<file path="config.mk">
export PLATFORM = sky130hd
export DESIGN_NAME = lbbt_raster_counter
export DESIGN_NICKNAME = d
export VERILOG_FILES = /design/src/rtl/core/assert_macros.svh /design/src/rtl/core/lbbt_pkg.sv /design/src/rtl/core/lbbt_raster_counter.sv
export SDC_FILE = /design/constraint.sdc
export NUM_CORES = 1
export LEC_CHECK = 0
export ABC_AREA = 1
export BUFFER_PORTS_ARGS = -buffer_cell sky130_fd_sc_hd__buf_4
export CELL_PAD_IN_SITES_DETAIL_PLACEMENT = 1
export CELL_PAD_IN_SITES_GLOBAL_PLACEMENT = 1
export CORE_UTILIZATION = 37
export DETAILED_ROUTE_END_ITERATION = 10
export MAX_ROUTING_LAYER = met4
export PLACE_DENSITY_LB_ADDON = 0.1
export SYNTH_ARGS = -nofsm -noshare
export SYNTH_HDL_FRONTEND = slang
export SYNTH_SLANG_ARGS = --single-unit
</file>
<file path="constraint.sdc">
create_clock -name clk -period 2.5 [get_ports clk]
set_clock_uncertainty 0.05 [all_clocks]
set_input_delay 0.125 -clock clk [delete_from_list [all_inputs] [get_ports clk]]
set_output_delay 0.125 -clock clk [all_outputs]
set_load 0.02 [all_outputs]
</file>
<file path="src/rtl/core/assert_macros.svh">
// Assertion macros for the label bounding box tracker.
// Depends on nothing; included by files that carry concurrent checks.
`ifndef ASSERT_MACROS_SVH
`define ASSERT_MACROS_SVH
`ifndef SYNTHESIS
`define ASSERT_IMPLIES(label, clk, rst, ante, cons, msg) \
  label: assert property (@(posedge clk) disable iff (rst) (ante) |-> (cons)) \
    else $error(msg);
`define ASSERT_NEXT(label, clk, rst, ante, cons, msg) \
  label: assert property (@(posedge clk) disable iff (rst) (ante) |=> (cons)) \
    else $error(msg);
`else
`define ASSERT_IMPLIES(label, clk, rst, ante, cons, msg)
`define ASSERT_NEXT(label, clk, rst, ante, cons, msg)
`endif
`endif

</file>
<file path="src/rtl/core/lbbt_pkg.sv">
// Shared types, codes and constants of the label bounding box tracker.
// Depends on nothing.
package lbbt_pkg;

  localparam int REG_W       = 13;
  localparam int BOX_W       = 12;
  localparam int COLOUR_W    = 8;
  localparam int TRACK_W     = 16;
  localparam int CLASS_W     = 8;
  localparam int LABEL_W     = 8;
  localparam int KIND_W      = 2;
  localparam int CFG_INDEX_W = 1;

  localparam int LABEL_COUNT_DEFAULT = 256;
  localparam int COORD_BITS_DEFAULT  = 12;

  localparam logic [REG_W-1:0] WIDTH_RESET  = 13'd1920;
  localparam logic [REG_W-1:0] HEIGHT_RESET = 13'd1080;

  localparam logic [KIND_W-1:0] KIND_PIXEL = 2'd0;
  localparam logic [KIND_W-1:0] KIND_TABLE = 2'd1;
  localparam logic [KIND_W-1:0] KIND_QUERY = 2'd2;

  localparam logic [CFG_INDEX_W-1:0] REG_FRAME_WIDTH  = 1'd0;
  localparam logic [CFG_INDEX_W-1:0] REG_FRAME_HEIGHT = 1'd1;

  typedef struct packed {
    logic [KIND_W-1:0]   kind;
    logic [LABEL_W-1:0]  label;
    logic [TRACK_W-1:0]  track_id;
    logic [CLASS_W-1:0]  class_id;
    logic [COLOUR_W-1:0] mask_red;
    logic [COLOUR_W-1:0] mask_green;
    logic [COLOUR_W-1:0] mask_blue;
  } item_t;

  typedef struct packed {
    logic [COLOUR_W-1:0] out_red;
    logic [COLOUR_W-1:0] out_green;
    logic [COLOUR_W-1:0] out_blue;
    logic                present;
    logic [BOX_W-1:0]    box_x_min;
    logic [BOX_W-1:0]    box_x_max;
    logic [BOX_W-1:0]    box_y_min;
    logic [BOX_W-1:0]    box_y_max;
    logic [TRACK_W-1:0]  report_track;
    logic [CLASS_W-1:0]  report_class;
    logic                crowd;
  } result_t;

  typedef struct packed {
    logic [TRACK_W-1:0]  track;
    logic [CLASS_W-1:0]  class_id;
    logic [COLOUR_W-1:0] red;
    logic [COLOUR_W-1:0] green;
    logic [COLOUR_W-1:0] blue;
  } entry_t;

  typedef struct packed {
    logic clear;
    logic update;
  } box_cmd_t;

endpackage

</file>
<file path="src/rtl/core/lbbt_raster_counter.sv">
// Frame size registers and raster column/line counters.
// Depends on lbbt_pkg.
module lbbt_raster_counter #(
  parameter int COORD_BITS = lbbt_pkg::COORD_BITS_DEFAULT
) (
  input  logic                               clk,
  input  logic                               rst,
  input  logic                               cfg_we,
  input  logic [lbbt_pkg::CFG_INDEX_W-1:0]   cfg_index,
  input  logic [lbbt_pkg::REG_W-1:0]         cfg_data,
  input  logic                               step,
  output logic [COORD_BITS-1:0]              x,
  output logic [COORD_BITS-1:0]              y,
  output logic                               first
);
  import lbbt_pkg::*;

  localparam int SW = (COORD_BITS + 1 > REG_W) ? COORD_BITS + 1 : REG_W;
  localparam logic [SW-1:0] LIMIT = SW'(1) << COORD_BITS;

  logic [REG_W-1:0]      frame_width;
  logic [REG_W-1:0]      frame_height;
  logic [COORD_BITS-1:0] column_count;
  logic [COORD_BITS-1:0] line_count;
  logic [COORD_BITS-1:0] column_next;
  logic [COORD_BITS-1:0] line_next;
  logic [SW-1:0]         width_eff;
  logic [SW-1:0]         height_eff;
  logic [SW-1:0]         col_inc;
  logic [SW-1:0]         line_inc;

  function automatic logic [SW-1:0] clamp_size(input logic [REG_W-1:0] r);
    logic [SW-1:0] v;
    v = SW'(r);
    if (v == '0) begin
      return SW'(1);
    end else if (v > LIMIT) begin
      return LIMIT;
    end
    return v;
  endfunction

  always_comb begin
    width_eff  = clamp_size(frame_width);
    height_eff = clamp_size(frame_height);
    col_inc    = SW'(column_count) + SW'(1);
    line_inc   = SW'(line_count) + SW'(1);
    if (col_inc >= width_eff) begin
      column_next = '0;
      if (line_inc >= height_eff) begin
        line_next = '0;
      end else begin
        line_next = line_inc[COORD_BITS-1:0];
      end
    end else begin
      column_next = col_inc[COORD_BITS-1:0];
      line_next   = line_count;
    end
  end

  always_ff @(posedge clk) begin
    if (rst) begin
      frame_width  <= WIDTH_RESET;
      frame_height <= HEIGHT_RESET;
      column_count <= '0;
      line_count   <= '0;
    end else begin
      if (cfg_we) begin
        unique case (cfg_index)
          REG_FRAME_WIDTH:  frame_width  <= cfg_data;
          REG_FRAME_HEIGHT: frame_height <= cfg_data;
          default: ;
        endcase
      end
      if (step) begin
        column_count <= column_next;
        line_count   <= line_next;
      end
    end
  end

  assign x     = column_count;
  assign y     = line_count;
  assign first = (column_count == '0) && (line_count == '0);

endmodule

</file>
# --- Word-level counts from Yosys, hierarchy flattened ---
# Index checks and enable logic that the tools add are counted.
op_classes:
  n_addsub: 2
  n_reduce_logical: 8
  order_cmp: 4
  n_mux: 12
  bitwise_logic: 1
ops:
  columns: ["operator", "count"]
  rows:
  - ["2-to-1 mux 13 bit", 6]
  - ["adder 12 x 1 -> 13 bit, second input constant", 2]
  - ["greater-or-equal comparator 13 bit", 2]
  - ["greater-than comparator 13 bit, second input constant", 2]
  - ["logical NOT 13 bit", 2]
  - ["logical NOT 12 bit", 2]
  - ["2-to-1 mux 12 bit", 2]
  - ["AND reduction 2 bit", 3]
  - ["2-to-1 mux 1 bit", 4]
  - ["logical AND 1 bit", 1]
  - ["inverter 1 bit", 1]
totals:
  out_inout_bits: 25
  wordCells: 31
  input_bits: 18
  reg_bits: 50

# --- Longest topological paths before layout ---
logic_depth:
  word_depth: 6
  depth_mapped: 21
  depth_no_buf: 19

# --- Worst setup path after synthesis ---
# Ideal clock, no wire load.
synth_path:
  path_type: "reg-to-reg"
  start: "reg column_count[1] (netlist: x[1])"
  end: "reg line_count[5] (netlist: y[5])"
  t_arrival_ns: 2.341
  synth_period_minus_slack_ns: 2.504
  path_slack_ns: -0.004
  setup_ns: 0.113
  path_stages_with_launch: 18
  t_required_ns: 2.337
  n_path_buf: 1
  cell_sequence: "dfxtp_1 -> ha_1 -> nand2_1 -> nor2_2 -> nand2_1 -> nor4_1 -> ha_1 -> nand2_1 -> nor2_2 -> nand2_2 -> nor2_2 -> nor2_2 -> nand2_2 -> nand2_4 -> buf_6 -> nand2_1 -> nand2_1 -> nor2_1"
synth_via:
  elab_chain_len: 3
synth_rtl:
  columns: ["element", "line", "text"]
  rows:
  - ["from (decl)", "lbbt_raster_counter.sv:23", "logic [COORD_BITS-1:0] column_count;"]
  - ["from (signal assigned)", "lbbt_raster_counter.sv:76", "column_count <= column_next;"]
  - ["adder 12 x 1 -> 13 bit", "lbbt_raster_counter.sv:46", "col_inc = SW'(column_count) + SW'(1);"]
  - ["greater-or-equal comparator 13 bit", "lbbt_raster_counter.sv:48", "if (col_inc >= width_eff) begin"]
  - ["AND reduction 2 bit (no line)", null, null]
  - ["to (signal assigned)", "lbbt_raster_counter.sv:77", "line_count <= line_next;"]
  - ["to (decl)", "lbbt_raster_counter.sv:24", "logic [COORD_BITS-1:0] line_count;"]
# No other way between the ends.
# A chain may end at the register's enable or synchronous reset.

# --- Worst setup path in the final report ---
layout_path:
  start: "reg frame_width[6]"
  end: "reg line_count[1] (netlist: y[1])"
layout_via:
  elab_chain_len: 6
  word_cells_on_any_way: 8
  classes_between: "2 x order compare; 4 x mux; 2 x reduce/logical"
layout_rtl:
  columns: ["element", "line", "text"]
  rows:
  - ["from (decl)", "lbbt_raster_counter.sv:21", "logic [REG_W-1:0] frame_width;"]
  - ["from (signal assigned)", "lbbt_raster_counter.sv:70", "REG_FRAME_WIDTH: frame_width <= cfg_data;"]
  - ["greater-than comparator 13 bit", "lbbt_raster_counter.sv:37", "end else if (v > LIMIT) begin"]
  - ["2-to-1 mux 1 bit", "lbbt_raster_counter.sv:37", null]
  - ["2-to-1 mux 1 bit", "lbbt_raster_counter.sv:35", "if (v == '0) begin"]
  - ["2-to-1 mux 13 bit (*)", "lbbt_raster_counter.sv:40", "return v;"]
  - ["greater-or-equal comparator 13 bit (*)", "lbbt_raster_counter.sv:48", null]
  - ["AND reduction 2 bit (no line) (*)", null, null]
# Every way passes the cells marked *; elsewhere a longest branch is shown, timed or not.

==> results.cfg <==
[outcome]
status = complete, but fails checks
violations = negative hold slack, negative setup slack

[die]
die_h_um = 96.8
initial_core_util = 0.381
die_area_mm2 = 0.00936
core_mm2 = 0.00872
rows = 34
io_pins = 43
die_w_um = 96.8

[synthesis]
yosysMostFrequentCell = nand2_1
synth-main-ff-cell = dfxtp_1
avgSynthCellArea_um2 = 6.32
synthMuxAreaShare = 0
synth_edf_count = 0
ys_types = 25
synth-simple-area-share = 0.393
synth_fa_ha_area_frac = 0.113
ys_warn_count = 0
synth_cells = 526
ys_top_cells_by_area = dfxtp_1 30%, nand2_1 17%, nor2_1 12%
synth_xor_area_frac = 0.0264
synth.top_cell.area_share = 0.301
synth_top_family_by_area = simple AND/OR/NAND/NOR gates
synth-seq-cells = 50
synthArstFlopShare = 0
ys_top_cells_by_count = 150 x nand2_1, 102 x nor2_1, 58 x inv_1
synthesis.area_mm2 = 0.00332
ys_seq_area_frac = 0.301
synth_top_cell_by_area = dfxtp_1
syn-num-nets = 574
synth_compound_area_frac = 0.0731

[placed_design]
dpl_worst_slack_ns = -0.181
gp_congestion = 0.779
place.port_buffers = 42
dp.cells = 681
hpwl_um = 7600

[setup_path]
crit_buf_inv = 2
slowest_stage = dfxtp_2
cp-start-kind = register
worstSetupEndpointType = register
crit_fanout = 6
worstSetupPathType = register to register
critPathRequiredTime_ns = 2.66
max_stage_delay_ns = 0.35
path_delay_family = simple AND/OR/NAND/NOR gates
crit_path_cell_trace = nor2_2 > nand4_1 > nor2_2 > xor2_1 > buf_4 > nand2_1 > ha_4 > nand2_2 > inv_1 > nand2_1 > nand3_2 > nor2_4 > nand2_8 > nand2_8 > nand2_1 > nand2_1 > nor2_1
critical_path_arrival_ns = 2.83
worst_path_most_repeated_cell = nand2_1

[power_and_ir_drop]
p_comb_frac = 0.227
p_switching_mw = 0.556
power.density_mw_per_mm2 = 348
internal-power_mw = 1.22
p_seq_frac = 0.485
peakVddDrop_uv = 205
leakagePower_nw = 2.35
clockPowerShare = 0.288
p_sw_frac = 0.313

[timing]
timing.setup.tns_ns = -2.47
rsz0062_at_grt = yes
slew_violations = 0
postLayoutSetupSlackWorst_ns = -0.173
fmax_mhz = 374
relSlewSlack = 0.487
fin_crit_sh = 1.07
setup_violations = 24
tightestPinTransition_ns = 0.769
hold_slack_ns = -0.00563
hold_viol = 2
min_period_ns = 2.67

[clocking]
cts_buffer_depth = 2
cts_buffers = 5
cts.reportedPaths.clkPinSlew_ns = 0.10
clock_latency_ns = 0.31
htreeDepth = 2
cts_num_sinks = 50
cts_tree = yes
cts-root-buf = clkbuf_8

[final_layout]
final_core_util = 0.584
area_growth_pct = 53.3
final_nets = 658
n_fill_cell = 1094
drive_gt1_frac = 0.453
diodes = 0
instances_no_fill = 719

[route]
vias = 3822
wl_um = 13700
drtIter0Drc = 111
routed_via_density = 5.32
drcViolationCount = 0
ant_nets = 0
firstDrtPassIters = 4
wl_per_cell_um = 19.1

[worst_hold_path]
min-delay-path-class = input port to register

[global_routing]
grt_max_degree = 29
grt_usage = 0.235
grt_pass1_wl_um = 17400
overflow = 0
antenna_found_initial = 0
grt_pass1_vias = 3645

[run]
cap_viol_max_count = 0
-- flip-flops by register name, summed over array words and instances (netlist names) --
| register | count |
|---|---|
| frame_height | 13 |
| y | 12 |
| frame_width | 13 |
| x | 12 |
-- worst paths after layout --
check	from	endpoint	slack [ns]	cells after the start
max	frame_width[6]$_SDFFE_PP0P_	y[1]$_SDFFE_PP0P_	-0.17	17
min reg2reg	frame_width[9]$_SDFFE_PP1P_	frame_width[9]$_SDFFE_PP1P_	0.45	2
max reg2reg	frame_width[6]$_SDFFE_PP0P_	y[1]$_SDFFE_PP0P_	-0.17	17
min	cfg_data[5]	frame_height[5]$_SDFFE_PP1P_	-0.006	3
-- tightest hold or removal path, stage by stage --
cell,delay (ns)
buf_4,0.09
nand2_1,0.05
nand3_1,0.05
-- power by group through the flow --
stage | Clock (mW) | Combinational, mW | Sequential [mW]
after CTS | 0.515 | 0.278 | 0.855
after floorplan | 0 | 0.159 | 0.869
final | 0.512 | 0.402 | 0.861
after global routing | 0.548 | 0.436 | 0.865
after global placement | 0 | 0.247 | 0.869
after detailed placement | 0 | 0.259 | 0.870
-- repair_timing --
item	in CTS	in global routing
gates resized for setup	30	194
pin swaps	16	69
setup endpoints to repair	24	24
setup buffers	7	16
hold endpoints to repair	2	0
cloned	3	2
hold buffers	2	0
-- kinds of logic (layout without fill, tap and decap cells) --
logic type	after synthesis	in the layout
AOI/OAI and AO/OA	47	47
buffers and inverters	77	159
adders and majority gates	30	30
xor gates and xnor gates	10	10
DFF	50	50
and+or+nand+nor	312	315
-- area by class of cell --
class / count / area (µm²) / share of cell area
multi-input combinational: 402 / 2810 / 0.551
sequential: 50 / 1050 / 0.206
timing repair buffer: 92 / 788 / 0.155
inverter: 59 / 221 / 0.0435
tap: 108 / 135 / 0.0265
clock buffer: 7 / 86.3 / 0.0170
clock inverter: 1 / 5.00 / 0.000983
-- through the flow --
step,cell area (µm²),hold slack (ns),total power [mW]
2_1_floorplan,3320,0.144,1.03
3_3_place_gp,3870,0.299,1.12
3_5_place_dp,3870,0.299,1.13
4_1_cts,4180,0.00178,1.65
5_1_grt,5090,-0.00124,1.85
6_report,5090,-0.00563,1.77
-- cells in the final DEF (no fill, tap or decap), types with 12 or more instances in the layout --
cell type,count
nor2_4,17
nor2_1,61
dfxtp_1,25
ha_1,12
nand2_1,96
buf_4,77
a21oi_1,15
nand2_2,47
o21ai_0,19
nand4_1,18
ha_4,17
nand3_1,15
nor2_2,31
inv_1,52
dfxtp_2,18
-- routing by layer --
layer  GRT usage  share of wire  vias up
li1            -              -     1839
met1       0.301           0.44     1839
met2       0.398           0.50      105
met3      0.0282          0.036       39
met4      0.0494          0.022        0
met5           -              0        -
No activity file was read; power rests on OpenSTA's default activity.
